### src/hw/rtl/tms_pkg.sv
`default_nettype none

package tms_pkg;

    // machine size
    localparam int TAPE_CELLS = 1024;
    localparam int RULE_SLOTS = 64;
    localparam int STATE_BITS = 8;

    // field widths
    localparam int CMD_W    = 3;
    localparam int SLOT_W   = $clog2(RULE_SLOTS);
    localparam int STATE_W  = STATE_BITS;
    localparam int MOVE_W   = 2;
    localparam int ADDR_W   = $clog2(TAPE_CELLS);
    localparam int STATUS_W = 3;

    // command codes
    localparam logic [CMD_W-1:0] CMD_LOAD_RULE  = 3'd0;
    localparam logic [CMD_W-1:0] CMD_WRITE_CELL = 3'd1;
    localparam logic [CMD_W-1:0] CMD_RESTART    = 3'd2;
    localparam logic [CMD_W-1:0] CMD_STEP       = 3'd3;
    localparam logic [CMD_W-1:0] CMD_READ_CELL  = 3'd4;

    // result status codes
    localparam logic [STATUS_W-1:0] ST_DONE     = 3'd0;
    localparam logic [STATUS_W-1:0] ST_STEPPED  = 3'd1;
    localparam logic [STATUS_W-1:0] ST_HALTED   = 3'd2;
    localparam logic [STATUS_W-1:0] ST_NO_RULE  = 3'd3;
    localparam logic [STATUS_W-1:0] ST_OFF_TAPE = 3'd4;

    // head move codes, anything else halts
    localparam logic [MOVE_W-1:0] MOVE_UP   = 2'd0;
    localparam logic [MOVE_W-1:0] MOVE_DOWN = 2'd1;

    typedef struct packed {
        logic [CMD_W-1:0]   cmd;
        logic [SLOT_W-1:0]  rule_slot;
        logic               rule_valid;
        logic [STATE_W-1:0] rule_match_state;
        logic               rule_match_bit;
        logic               rule_write_bit;
        logic [MOVE_W-1:0]  rule_move;
        logic [STATE_W-1:0] rule_next_state;
        logic [ADDR_W-1:0]  cell_addr;
        logic               cell_bit;
    } tms_req_t;

    typedef struct packed {
        logic [STATUS_W-1:0] status;
        logic                read_bit;
        logic [ADDR_W-1:0]   head_pos;
        logic [STATE_W-1:0]  machine_state;
    } tms_rsp_t;

    typedef struct packed {
        logic [STATE_W-1:0] match_state;
        logic               match_bit;
        logic               write_bit;
        logic [MOVE_W-1:0]  move;
        logic [STATE_W-1:0] next_state;
    } rule_t;

    // controller to datapath
    typedef struct packed {
        logic                capture;
        logic                load_rule;
        logic                write_cell;
        logic                restart;
        logic                tape_rd_addr;
        logic                latch_rbit;
        logic                scan_start;
        logic                scan_run;
        logic                apply;
        logic                set_status;
        logic [STATUS_W-1:0] status;
        logic                out_load;
    } tms_cmd_t;

    // datapath to controller
    typedef struct packed {
        logic [CMD_W-1:0] req_cmd;
        logic             stopped;
        logic             clear_busy;
        logic             hit;
        logic             miss_last;
    } tms_stat_t;

endpackage

`default_nettype wire

### src/hw/rtl/tms_if.sv
`default_nettype none

interface tms_req_if;
    import tms_pkg::*;

    logic                valid;
    logic                ready;
    logic [CMD_W-1:0]    cmd;
    logic [SLOT_W-1:0]   rule_slot;
    logic                rule_valid;
    logic [STATE_W-1:0]  rule_match_state;
    logic                rule_match_bit;
    logic                rule_write_bit;
    logic [MOVE_W-1:0]   rule_move;
    logic [STATE_W-1:0]  rule_next_state;
    logic [ADDR_W-1:0]   cell_addr;
    logic                cell_bit;

    modport source (
        output valid, cmd, rule_slot, rule_valid, rule_match_state, rule_match_bit,
               rule_write_bit, rule_move, rule_next_state, cell_addr, cell_bit,
        input  ready
    );

    modport sink (
        input  valid, cmd, rule_slot, rule_valid, rule_match_state, rule_match_bit,
               rule_write_bit, rule_move, rule_next_state, cell_addr, cell_bit,
        output ready
    );
endinterface

interface tms_rsp_if;
    import tms_pkg::*;

    logic                valid;
    logic                ready;
    logic [STATUS_W-1:0] status;
    logic                read_bit;
    logic [ADDR_W-1:0]   head_pos;
    logic [STATE_W-1:0]  machine_state;

    modport source (
        output valid, status, read_bit, head_pos, machine_state,
        input  ready
    );

    modport sink (
        input  valid, status, read_bit, head_pos, machine_state,
        output ready
    );
endinterface

`default_nettype wire

### src/hw/rtl/tms_ctrl.sv
`default_nettype none

module tms_ctrl (
    input  wire logic                clk,
    input  wire logic                rst_n,
    input  wire logic                in_valid,
    output logic                     in_ready,
    output logic                     out_valid,
    input  wire logic                out_ready,
    input  wire tms_pkg::tms_stat_t  stat,
    output tms_pkg::tms_cmd_t        cmd
);
    import tms_pkg::*;

    typedef enum logic [2:0] {
        S_IDLE,
        S_EXEC,
        S_READ,
        S_SCAN,
        S_RESULT
    } state_t;

    state_t state_reg;
    state_t state_next;
    logic   out_valid_reg;
    logic   out_valid_next;

    // take a request only when idle and the tape clear pass is over
    assign in_ready  = (state_reg == S_IDLE) && !stat.clear_busy;
    assign out_valid = out_valid_reg;

    // next state and datapath commands
    always_comb
    begin
        cmd        = '0;
        state_next = state_reg;
        case (state_reg)
            S_IDLE:
            begin
                if (in_valid && in_ready)
                begin
                    cmd.capture = 1'b1;
                    state_next  = S_EXEC;
                end
            end
            S_EXEC:
            begin
                case (stat.req_cmd)
                    CMD_LOAD_RULE:
                    begin
                        cmd.load_rule  = 1'b1;
                        cmd.set_status = 1'b1;
                        cmd.status     = ST_DONE;
                        state_next     = S_RESULT;
                    end
                    CMD_WRITE_CELL:
                    begin
                        cmd.write_cell = 1'b1;
                        cmd.set_status = 1'b1;
                        cmd.status     = ST_DONE;
                        state_next     = S_RESULT;
                    end
                    CMD_RESTART:
                    begin
                        cmd.restart    = 1'b1;
                        cmd.set_status = 1'b1;
                        cmd.status     = ST_DONE;
                        state_next     = S_RESULT;
                    end
                    CMD_STEP:
                    begin
                        if (stat.stopped)
                        begin
                            cmd.set_status = 1'b1;
                            cmd.status     = ST_HALTED;
                            state_next     = S_RESULT;
                        end
                        else
                        begin
                            cmd.scan_start = 1'b1;
                            state_next     = S_SCAN;
                        end
                    end
                    CMD_READ_CELL:
                    begin
                        cmd.tape_rd_addr = 1'b1;
                        state_next       = S_READ;
                    end
                    default:
                    begin
                        cmd.set_status = 1'b1;
                        cmd.status     = ST_DONE;
                        state_next     = S_RESULT;
                    end
                endcase
            end
            S_READ:
            begin
                cmd.latch_rbit = 1'b1;
                cmd.set_status = 1'b1;
                cmd.status     = ST_DONE;
                state_next     = S_RESULT;
            end
            S_SCAN:
            begin
                if (stat.hit)
                begin
                    cmd.apply  = 1'b1;
                    state_next = S_RESULT;
                end
                else if (stat.miss_last)
                begin
                    cmd.set_status = 1'b1;
                    cmd.status     = ST_NO_RULE;
                    state_next     = S_RESULT;
                end
                else
                begin
                    cmd.scan_run = 1'b1;
                end
            end
            S_RESULT:
            begin
                if (!out_valid_reg || out_ready)
                begin
                    cmd.out_load = 1'b1;
                    state_next   = S_IDLE;
                end
            end
            default:
            begin
                state_next = S_IDLE;
            end
        endcase
    end

    // result valid flag
    always_comb
    begin
        if (cmd.out_load)
            out_valid_next = 1'b1;
        else if (out_ready)
            out_valid_next = 1'b0;
        else
            out_valid_next = out_valid_reg;
    end

    // state and registered outputs
    always_ff @(posedge clk or negedge rst_n)
    begin
        if (!rst_n)
        begin
            state_reg     <= S_IDLE;
            out_valid_reg <= 1'b0;
        end
        else
        begin
            state_reg     <= state_next;
            out_valid_reg <= out_valid_next;
        end
    end

    // a rule match is only seen while scanning
    a_hit_in_scan: assert property (@(posedge clk) disable iff (!rst_n)
        stat.hit |-> state_reg == S_SCAN)
        else $error("rule match outside scan");

    // execution starts only after an accepted request
    a_exec_after_accept: assert property (@(posedge clk) disable iff (!rst_n)
        state_reg == S_EXEC |-> $past(in_valid && in_ready))
        else $error("exec without accepted request");

    // nothing in flight during the tape clear pass
    a_clear_idle: assert property (@(posedge clk) disable iff (!rst_n)
        stat.clear_busy |-> (state_reg == S_IDLE) && !out_valid_reg)
        else $error("activity during tape clear");

endmodule

`default_nettype wire

### src/hw/rtl/tms_datapath.sv
`default_nettype none

module tms_datapath (
    input  wire logic                     clk,
    input  wire logic                     rst_n,
    input  wire tms_pkg::tms_req_t        req_in,
    input  wire logic                     cfg_we,
    input  wire logic [tms_pkg::STATE_W-1:0] cfg_wdata,
    input  wire tms_pkg::tms_cmd_t        cmd,
    output tms_pkg::tms_stat_t            stat,
    output tms_pkg::tms_rsp_t             rsp
);
    import tms_pkg::*;

    localparam logic [SLOT_W-1:0] LAST_SLOT = SLOT_W'(RULE_SLOTS - 1);
    localparam logic [ADDR_W-1:0] LAST_CELL = ADDR_W'(TAPE_CELLS - 1);

    tms_req_t            req_reg;
    logic [STATE_W-1:0]  start_state_reg;
    logic [STATE_W-1:0]  cur_state_reg;
    logic [ADDR_W-1:0]   head_reg;
    logic                stopped_reg;
    logic [RULE_SLOTS-1:0] valid_reg;
    rule_t               rule_mem [RULE_SLOTS];
    logic                tape_mem [TAPE_CELLS];
    logic                clr_busy_reg;
    logic [ADDR_W-1:0]   clr_addr_reg;
    logic                tape_q_reg;
    logic [SLOT_W-1:0]   scan_idx_reg;
    logic                scan_on_reg;
    rule_t               rule_q_reg;
    logic                cmp_live_reg;
    logic                cmp_vld_reg;
    logic                cmp_last_reg;
    logic [STATUS_W-1:0] status_reg;
    logic                rbit_reg;
    tms_rsp_t            rsp_reg;

    logic                rd_issue;
    logic [SLOT_W-1:0]   rd_slot;
    logic                hit;
    logic                tape_we;
    logic [ADDR_W-1:0]   tape_waddr;
    logic                tape_wdata;
    logic                tape_re;
    logic [ADDR_W-1:0]   tape_raddr;
    logic [STATUS_W-1:0] apply_status;
    logic [ADDR_W-1:0]   apply_head;
    logic [STATE_W-1:0]  apply_state;
    logic                apply_stop;

    // request capture
    always_ff @(posedge clk)
    begin
        if (cmd.capture)
            req_reg <= req_in;
    end

    // start state register
    always_ff @(posedge clk or negedge rst_n)
    begin
        if (!rst_n)
            start_state_reg <= STATE_W'(1);
        else if (cfg_we)
            start_state_reg <= cfg_wdata;
    end

    // rule match against the registered slot
    assign hit = cmp_live_reg && cmp_vld_reg
              && (rule_q_reg.match_state == cur_state_reg)
              && (rule_q_reg.match_bit == tape_q_reg);

    // effect of the matched rule
    always_comb
    begin
        apply_head  = head_reg;
        apply_state = cur_state_reg;
        apply_stop  = 1'b0;
        case (rule_q_reg.move)
            MOVE_UP:
            begin
                apply_state = rule_q_reg.next_state;
                if (head_reg == LAST_CELL)
                begin
                    apply_stop   = 1'b1;
                    apply_status = ST_OFF_TAPE;
                end
                else
                begin
                    apply_head   = head_reg + 1'b1;
                    apply_status = ST_STEPPED;
                end
            end
            MOVE_DOWN:
            begin
                apply_state = rule_q_reg.next_state;
                if (head_reg == '0)
                begin
                    apply_stop   = 1'b1;
                    apply_status = ST_OFF_TAPE;
                end
                else
                begin
                    apply_head   = head_reg - 1'b1;
                    apply_status = ST_STEPPED;
                end
            end
            default:
            begin
                apply_stop   = 1'b1;
                apply_status = ST_HALTED;
            end
        endcase
    end

    // head, machine state and stop flag
    always_ff @(posedge clk or negedge rst_n)
    begin
        if (!rst_n)
        begin
            head_reg      <= '0;
            cur_state_reg <= STATE_W'(1);
            stopped_reg   <= 1'b0;
        end
        else if (cmd.restart)
        begin
            head_reg      <= '0;
            cur_state_reg <= start_state_reg;
            stopped_reg   <= 1'b0;
        end
        else if (cmd.apply)
        begin
            head_reg      <= apply_head;
            cur_state_reg <= apply_state;
            stopped_reg   <= apply_stop;
        end
    end

    // status and read bit of the current request
    always_ff @(posedge clk)
    begin
        if (cmd.set_status)
            status_reg <= cmd.status;
        else if (cmd.apply)
            status_reg <= apply_status;

        if (cmd.capture)
            rbit_reg <= 1'b0;
        else if (cmd.latch_rbit)
            rbit_reg <= tape_q_reg;
    end

    // rule valid bits
    always_ff @(posedge clk or negedge rst_n)
    begin
        if (!rst_n)
            valid_reg <= '0;
        else if (cmd.load_rule)
            valid_reg[req_reg.rule_slot] <= req_reg.rule_valid;
    end

    // rule scan read address, one slot per cycle
    assign rd_issue = cmd.scan_start || (cmd.scan_run && scan_on_reg);
    assign rd_slot  = cmd.scan_start ? '0 : scan_idx_reg;

    // rule memory
    always_ff @(posedge clk)
    begin
        if (cmd.load_rule)
            rule_mem[req_reg.rule_slot] <= '{
                match_state: req_reg.rule_match_state,
                match_bit:   req_reg.rule_match_bit,
                write_bit:   req_reg.rule_write_bit,
                move:        req_reg.rule_move,
                next_state:  req_reg.rule_next_state
            };
        if (rd_issue)
            rule_q_reg <= rule_mem[rd_slot];
    end

    // scan sequencing and compare stage control
    always_ff @(posedge clk or negedge rst_n)
    begin
        if (!rst_n)
        begin
            scan_idx_reg <= '0;
            scan_on_reg  <= 1'b0;
            cmp_live_reg <= 1'b0;
            cmp_vld_reg  <= 1'b0;
            cmp_last_reg <= 1'b0;
        end
        else if (rd_issue)
        begin
            scan_idx_reg <= rd_slot + 1'b1;
            scan_on_reg  <= (rd_slot != LAST_SLOT);
            cmp_live_reg <= 1'b1;
            cmp_vld_reg  <= valid_reg[rd_slot];
            cmp_last_reg <= (rd_slot == LAST_SLOT);
        end
        else
        begin
            cmp_live_reg <= 1'b0;
        end
    end

    // tape clear pass after reset
    always_ff @(posedge clk or negedge rst_n)
    begin
        if (!rst_n)
        begin
            clr_busy_reg <= 1'b1;
            clr_addr_reg <= '0;
        end
        else if (clr_busy_reg)
        begin
            clr_addr_reg <= clr_addr_reg + 1'b1;
            if (clr_addr_reg == LAST_CELL)
                clr_busy_reg <= 1'b0;
        end
    end

    // tape write and read port selection
    always_comb
    begin
        tape_we    = 1'b0;
        tape_waddr = head_reg;
        tape_wdata = rule_q_reg.write_bit;
        if (clr_busy_reg)
        begin
            tape_we    = 1'b1;
            tape_waddr = clr_addr_reg;
            tape_wdata = 1'b0;
        end
        else if (cmd.write_cell)
        begin
            tape_we    = 1'b1;
            tape_waddr = req_reg.cell_addr;
            tape_wdata = req_reg.cell_bit;
        end
        else if (cmd.apply)
        begin
            tape_we = 1'b1;
        end
    end

    assign tape_re    = cmd.scan_start || cmd.tape_rd_addr;
    assign tape_raddr = cmd.tape_rd_addr ? req_reg.cell_addr : head_reg;

    // tape memory
    always_ff @(posedge clk)
    begin
        if (tape_we)
            tape_mem[tape_waddr] <= tape_wdata;
        if (tape_re)
            tape_q_reg <= tape_mem[tape_raddr];
    end

    // result register
    always_ff @(posedge clk)
    begin
        if (cmd.out_load)
            rsp_reg <= '{
                status:        status_reg,
                read_bit:      rbit_reg,
                head_pos:      head_reg,
                machine_state: cur_state_reg
            };
    end

    assign rsp = rsp_reg;

    assign stat = '{
        req_cmd:    req_reg.cmd,
        stopped:    stopped_reg,
        clear_busy: clr_busy_reg,
        hit:        hit,
        miss_last:  cmp_live_reg && cmp_last_reg && !hit
    };

    // no tape or rule traffic from requests while clearing
    a_clear_quiet: assert property (@(posedge clk) disable iff (!rst_n)
        clr_busy_reg |-> !(cmd.load_rule || cmd.write_cell || cmd.apply || cmd.scan_start))
        else $error("request work during tape clear");

    // the machine stops only when a rule is applied
    a_stop_source: assert property (@(posedge clk) disable iff (!rst_n)
        $rose(stopped_reg) |-> $past(cmd.apply))
        else $error("stop flag set without rule");

    // the scan ends after the last slot
    a_scan_bound: assert property (@(posedge clk) disable iff (!rst_n)
        (cmp_live_reg && cmp_last_reg && !cmd.scan_start) |=> !cmp_live_reg)
        else $error("scan ran past last slot");

endmodule

`default_nettype wire

### src/hw/rtl/turing_machine_stepper_top.sv
`default_nettype none

// Binary-tape Turing machine stepper. Each request on req_ch (load rule, write
// cell, restart, step, read cell) gives exactly one response on rsp_ch with a
// status, the read bit, the head position and the machine state after the
// request. After reset the tape is cleared by a pass over all 1024 cells, one
// cell per cycle, during which req_ch.ready stays low; cfg_we writes the start
// state at any time and is applied on the next restart. Requests are worked
// one at a time: load, write, restart, unknown commands and a step while halted
// pass through the execute and result states, a read adds a tape read state
// between them, and a step adds a scan state between them for the rule search,
// since the 64-entry rule memory is read one slot per cycle in index order until
// the first valid match. A new request is accepted while the previous response
// still waits in the output register.
module turing_machine_stepper_top (
    input  wire logic                         clk,
    input  wire logic                         rst_n,
    tms_req_if.sink                           req_ch,
    tms_rsp_if.source                         rsp_ch,
    input  wire logic                         cfg_we,
    input  wire logic [tms_pkg::STATE_W-1:0]  cfg_wdata
);
    import tms_pkg::*;

    tms_req_t  req_in;
    tms_rsp_t  rsp;
    tms_cmd_t  cmd;
    tms_stat_t stat;

    // request payload
    assign req_in = '{
        cmd:              req_ch.cmd,
        rule_slot:        req_ch.rule_slot,
        rule_valid:       req_ch.rule_valid,
        rule_match_state: req_ch.rule_match_state,
        rule_match_bit:   req_ch.rule_match_bit,
        rule_write_bit:   req_ch.rule_write_bit,
        rule_move:        req_ch.rule_move,
        rule_next_state:  req_ch.rule_next_state,
        cell_addr:        req_ch.cell_addr,
        cell_bit:         req_ch.cell_bit
    };

    tms_ctrl u_ctrl (
        .clk       (clk),
        .rst_n     (rst_n),
        .in_valid  (req_ch.valid),
        .in_ready  (req_ch.ready),
        .out_valid (rsp_ch.valid),
        .out_ready (rsp_ch.ready),
        .stat      (stat),
        .cmd       (cmd)
    );

    tms_datapath u_datapath (
        .clk       (clk),
        .rst_n     (rst_n),
        .req_in    (req_in),
        .cfg_we    (cfg_we),
        .cfg_wdata (cfg_wdata),
        .cmd       (cmd),
        .stat      (stat),
        .rsp       (rsp)
    );

    // response payload
    assign rsp_ch.status        = rsp.status;
    assign rsp_ch.read_bit      = rsp.read_bit;
    assign rsp_ch.head_pos      = rsp.head_pos;
    assign rsp_ch.machine_state = rsp.machine_state;

endmodule

`default_nettype wire
### src/flat_wrapper.sv
// flat-port wrapper written by rule: the top's interface ports become plain ports
module turing_machine_stepper_top_flat import tms_pkg::*;
  (clk, rst_n, cfg_we, cfg_wdata, req_ch_valid, req_ch_cmd, req_ch_rule_slot, req_ch_rule_valid, req_ch_rule_match_state, req_ch_rule_match_bit, req_ch_rule_write_bit, req_ch_rule_move, req_ch_rule_next_state, req_ch_cell_addr, req_ch_cell_bit, req_ch_ready, rsp_ch_valid, rsp_ch_status, rsp_ch_read_bit, rsp_ch_head_pos, rsp_ch_machine_state, rsp_ch_ready);
  tms_req_if req_ch_i ();
  tms_rsp_if rsp_ch_i ();
  input  wire logic clk;
  input  wire logic rst_n;
  input  wire logic cfg_we;
  input  wire logic [tms_pkg::STATE_W-1:0] cfg_wdata;
  input wire logic [$bits(req_ch_i.valid)-1:0] req_ch_valid;
  input wire logic [$bits(req_ch_i.cmd)-1:0] req_ch_cmd;
  input wire logic [$bits(req_ch_i.rule_slot)-1:0] req_ch_rule_slot;
  input wire logic [$bits(req_ch_i.rule_valid)-1:0] req_ch_rule_valid;
  input wire logic [$bits(req_ch_i.rule_match_state)-1:0] req_ch_rule_match_state;
  input wire logic [$bits(req_ch_i.rule_match_bit)-1:0] req_ch_rule_match_bit;
  input wire logic [$bits(req_ch_i.rule_write_bit)-1:0] req_ch_rule_write_bit;
  input wire logic [$bits(req_ch_i.rule_move)-1:0] req_ch_rule_move;
  input wire logic [$bits(req_ch_i.rule_next_state)-1:0] req_ch_rule_next_state;
  input wire logic [$bits(req_ch_i.cell_addr)-1:0] req_ch_cell_addr;
  input wire logic [$bits(req_ch_i.cell_bit)-1:0] req_ch_cell_bit;
  output wire logic [$bits(req_ch_i.ready)-1:0] req_ch_ready;
  output wire logic [$bits(rsp_ch_i.valid)-1:0] rsp_ch_valid;
  output wire logic [$bits(rsp_ch_i.status)-1:0] rsp_ch_status;
  output wire logic [$bits(rsp_ch_i.read_bit)-1:0] rsp_ch_read_bit;
  output wire logic [$bits(rsp_ch_i.head_pos)-1:0] rsp_ch_head_pos;
  output wire logic [$bits(rsp_ch_i.machine_state)-1:0] rsp_ch_machine_state;
  input wire logic [$bits(rsp_ch_i.ready)-1:0] rsp_ch_ready;
  assign req_ch_i.valid = req_ch_valid;
  assign req_ch_i.cmd = req_ch_cmd;
  assign req_ch_i.rule_slot = req_ch_rule_slot;
  assign req_ch_i.rule_valid = req_ch_rule_valid;
  assign req_ch_i.rule_match_state = req_ch_rule_match_state;
  assign req_ch_i.rule_match_bit = req_ch_rule_match_bit;
  assign req_ch_i.rule_write_bit = req_ch_rule_write_bit;
  assign req_ch_i.rule_move = req_ch_rule_move;
  assign req_ch_i.rule_next_state = req_ch_rule_next_state;
  assign req_ch_i.cell_addr = req_ch_cell_addr;
  assign req_ch_i.cell_bit = req_ch_cell_bit;
  assign req_ch_ready = req_ch_i.ready;
  assign rsp_ch_valid = rsp_ch_i.valid;
  assign rsp_ch_status = rsp_ch_i.status;
  assign rsp_ch_read_bit = rsp_ch_i.read_bit;
  assign rsp_ch_head_pos = rsp_ch_i.head_pos;
  assign rsp_ch_machine_state = rsp_ch_i.machine_state;
  assign rsp_ch_i.ready = rsp_ch_ready;
  turing_machine_stepper_top u_core (.clk(clk), .rst_n(rst_n), .req_ch(req_ch_i), .rsp_ch(rsp_ch_i), .cfg_we(cfg_we), .cfg_wdata(cfg_wdata));
endmodule
### config.mk
export PLATFORM = sky130hd
export DESIGN_NAME = turing_machine_stepper_top_flat
export DESIGN_NICKNAME = d
export VERILOG_FILES = /design/src/hw/rtl/tms_pkg.sv /design/src/hw/rtl/tms_if.sv /design/src/hw/rtl/tms_ctrl.sv /design/src/hw/rtl/tms_datapath.sv /design/src/hw/rtl/turing_machine_stepper_top.sv /design/src/flat_wrapper.sv
export SDC_FILE = /design/constraint.sdc
export NUM_CORES = 2
export LEC_CHECK = 0
export ABC_AREA = 1
export BUFFER_PORTS_ARGS = -buffer_cell sky130_fd_sc_hd__buf_2
export CORE_MARGIN = 2
export CORE_UTILIZATION = 59
export DETAILED_ROUTE_END_ITERATION = 8
export GPL_TIMING_DRIVEN = 1
export HOLD_SLACK_MARGIN = 0.12
export PLACE_DENSITY = 0.75
export SYNTH_ARGS = -nofsm -noshare
export SYNTH_HDL_FRONTEND = slang
export SYNTH_SLANG_ARGS = --single-unit
### constraint.sdc
create_clock -name clk -period 54.2 [get_ports clk]
set_input_delay 10.84 -clock clk [delete_from_list [all_inputs] [get_ports clk]]
set_output_delay 10.84 -clock clk [all_outputs]
set_load 0.05 [all_outputs]
==> metrics.md <==
| Metric | Value |
|---|---|
| Met2 wire length | `139 mm` |
| Antenna Violating Nets Remaining | `0` |
| Die Area | `186,000 sq um` |
| Yosys warning count | `0` |
| Synth Instances | `9,788` |
| Cell taking the most area after synthesis | `edfxtp_1` |
| Setup WS pre-CTS | `41.94 ns` |
| CTS clk-pin slew, worst paths | `0.06 ns` |
| Total CTS buffers | `237` |
| Kind of critical path | `flip-flop to output port` |
| WHS | `0.443 ns` |
| Utilization after layout | `0.650` |
| Dpl cell area | `110,000 sq um` |
| Met3 wire length | `31.3 mm` |
| Clock Tree Root | `clkbuf_16` |
| F_max | `76.9 MHz` |
| TritonCTS clock tree | `built` |
| CP Launch Type | `flip-flop` |
| Flops & latches, synth | `2,508` |
| Post-DR wirelength/cell | `24.3 um` |
| Layout Skew | `0.0293 ns` |
| Relative slew slack | `0.173` |
| Peak supply drop | `0.0562 mV` |
| First-pass GRT wire length | `438 mm` |
| Final Non-Filler Cells | `12,154` |
| Syn Nets | `9,853` |
| Clk pwr share | `0.330` |
| Hold_buf cts | `0` |
| GP Congestion | `0.884` |
| Post-DR vias/cell | `6.21` |
| Combinational Power Share | `0.210` |
| Metal-1 WL | `104 mm` |
| Starting Density | `0.595` |
| Register area share after synthesis | `0.694` |
| P_sw | `1.51 mW` |
| Post-CTS setup buffer count | `0` |
| Power Internal | `3.40 mW` |
| Net count, final | `9,643` |
| Design Area, Final | `118,000 sq um` |
| Synth Cell Area | `108,000 sq um` |
| Crit. End Element | `output port` |
| Clock Tree Buf Depth | `3` |
| Worst EP arrival | `2.17 ns` |
| Worst path required time | `43.36 ns` |
| CP Max Fanout | `4` |
| Hold Crit Depth | `0` |
| Post-synth top flop | `edfxtp_1` |
| DR top layer | `met5` |
| Total leakage power | `40.7 nW` |
| Syn_area_per_cell | `11.0 sq um` |
| Area grow syn2layout | `9.21%` |
| Die Height | `431 um` |
| R2R cell count | `20` |
| Post-synth EDFFs | `2,391` |
| Row cnt | `156` |
| Gr ovfl total | `0` |
| Top-count cell post-synth | `edfxtp_1` |
| Status | `complete, no violations` |
| Core Box Area | `181,000 sq um` |
| Synth cell count leaders | `edfxtp_1 (2,391), nor2_1 (2,081), nand2_1 (1,650)` |
| FFs w/ async S/R, synth | `0.0463` |
| Fin. max-slew vios | `0` |
| Post-CTS sizing | `0` |
| Total wire length | `295 mm` |
| Area contributors post-synth | `edfxtp_1 (67%), nor2_1 (7.3%), nand2_1 (5.8%)` |
| Sw Ratio | `0.307` |
| 1st-pass router iterations | `6` |
| Fin crit share | `0.240` |
| Die width | `431 um` |
| Detailed Place HPWL | `153 mm` |
| Final Power | `4.92 mW` |
| Hold Crit Class | `flip-flop to flip-flop` |
| Final setup vio count | `0` |
| Clk Latency, worst-skew pair | `0.89 ns` |
| Max reg flops | `1,280` |
| Max-cap violations | `0` |
| Clock Sinks | `2,508` |
| Port-buffer cells | `77` |
| Placed insts | `11,709` |
| Final min period | `13.01 ns` |
| Setup TNS Final | `0 ns` |
| Cell Pwr Density | `41.8 nW/um^2` |
| Count of cell types in the netlist | `48` |
| Initial antenna violation count | `5` |
| Vias post-DR | `75,508` |
| DRC viols | `0` |
| CTS H-tree lvls | `4` |
| I/O pin cnt | `78` |
| Synth top area share | `0.667` |
| RSZ-0062 raised after global routing | `no` |
| Worst slew pin tran | `1.24 ns` |
| Initial DRC Count | `11,398` |
| Vias in the first global route | `71,436` |
| Final hold vios | `0` |
| Largest net degree at the start of global routing | `292` |
| Sequential share of power | `0.460` |
| GR Util All Layers | `0.313` |
| Ratio of cells with drive above 1 in the final layout | `0.0903` |
| PnR worst setup slack | `41.19 ns` |
| Fillers | `13,202` |
[kinds of logic after synthesis]
kind of cell | count (synthesis) | synth area share
AOI/OAI and AO/OA | 1143 | 0.0732
xor gates and xnor gates | 24 | 0.00195
adders and majority gates | 11 | 0.00135
buffers and inverters | 1342 | 0.0488
DFF | 2508 | 0.694
muxes | 1 | 0.000105
and+or+nand+nor | 4759 | 0.180
[final timing paths]
| path | startpoint | end | slack [ns] |
|---|---|---|---|
| min in group asynchronous | rst_n | u_core.u_datapath.start_state_reg[5]$_DFFE_PN0P_ | 9.95 |
| max in group asynchronous | rst_n | u_core.u_datapath.clr_addr_reg[6]$_DFFE_PN0P_ | 42.88 |
| worst min register to register | u_core.u_datapath.status_reg[1]$_DFFE_PP_ | u_core.u_datapath.rsp[20]$_DFFE_PP_ | 0.44 |
| worst max-delay path | u_core.u_ctrl.state_reg[1]$_DFFE_PN0P_ | req_ch_ready | 41.19 |
| worst min-delay path | u_core.u_datapath.status_reg[1]$_DFFE_PP_ | u_core.u_datapath.rsp[20]$_DFFE_PP_ | 0.44 |
| worst max register to register | u_core.u_datapath.stat[5]$_DFFE_PP_ | u_core.u_datapath.tape_q_reg$_DFFE_PP_ | 47.45 |
[area by class of cell]
| cell class | count | area (sq um) | share of cell area |
|---|---|---|---|
| timing repair buffer | 233 | 1660 | 0.0141 |
| sequential | 2508 | 74700 | 0.636 |
| clock inverter | 150 | 1310 | 0.0111 |
| clock buffer | 292 | 6200 | 0.0527 |
| inverter | 660 | 2500 | 0.0212 |
| multi-input combinational | 5938 | 28200 | 0.240 |
| antenna | 3 | 7.51 | 0.0000639 |
| tap | 2370 | 2970 | 0.0252 |
[placed cells by master (no fill, tap or decap), types with 8 or more instances in the layout]
cell type	netlist	final
clkbuf_16	0	240
nand3_1	815	811
nor2_4	1	36
o21a_1	18	18
clkinv_1	6	57
o211ai_1	358	358
nand2_1	1650	1614
inv_2	9	9
o311ai_0	83	83
a21oi_1	37	37
nor2_2	9	43
or2_2	163	163
clkbuf_1	456	52
o31ai_1	82	82
edfxtp_1	2391	2391
clkinvlp_4	0	10
ha_1	10	10
o32ai_1	160	160
buf_4	1	148
nor2_1	2081	2012
buf_2	174	76
inv_1	645	639
xor2_1	17	17
bufinv_16	0	19
nor3_1	12	12
nand3b_1	9	9
dfrtp_1	113	113
buf_12	0	8
clkinv_2	0	57
nand2_2	3	34
o21ai_0	335	333
o22ai_1	50	50
[power groups by stage]
stage,logic [mW],clock network [mW],registers [mW]
after CTS,1.01,1.63,2.26
after floorplan,0.635,0,2.39
final,1.03,1.62,2.26
after global routing,1.11,1.71,2.26
after global placement,0.974,0,2.30
after detailed placement,1.01,0,2.30
[layer usage]
layer / global-route usage / vias up
li1: - / 33383
met1: 0.399 / 36604
met2: 0.504 / 4545
met3: 0.0550 / 970
met4: 0.193 / 6
met5: 0 / -
[critical path, stage by stage, from the launching register on]
cell and delay [ns]:
dfrtp_1 0.43, nor2_1 0.13, inv_1 0.06, nor2_1 0.10, inv_1 0.09, nor2_1 0.17
buf_2 0.30
Note: power is estimated with default switching activity, not from simulation.
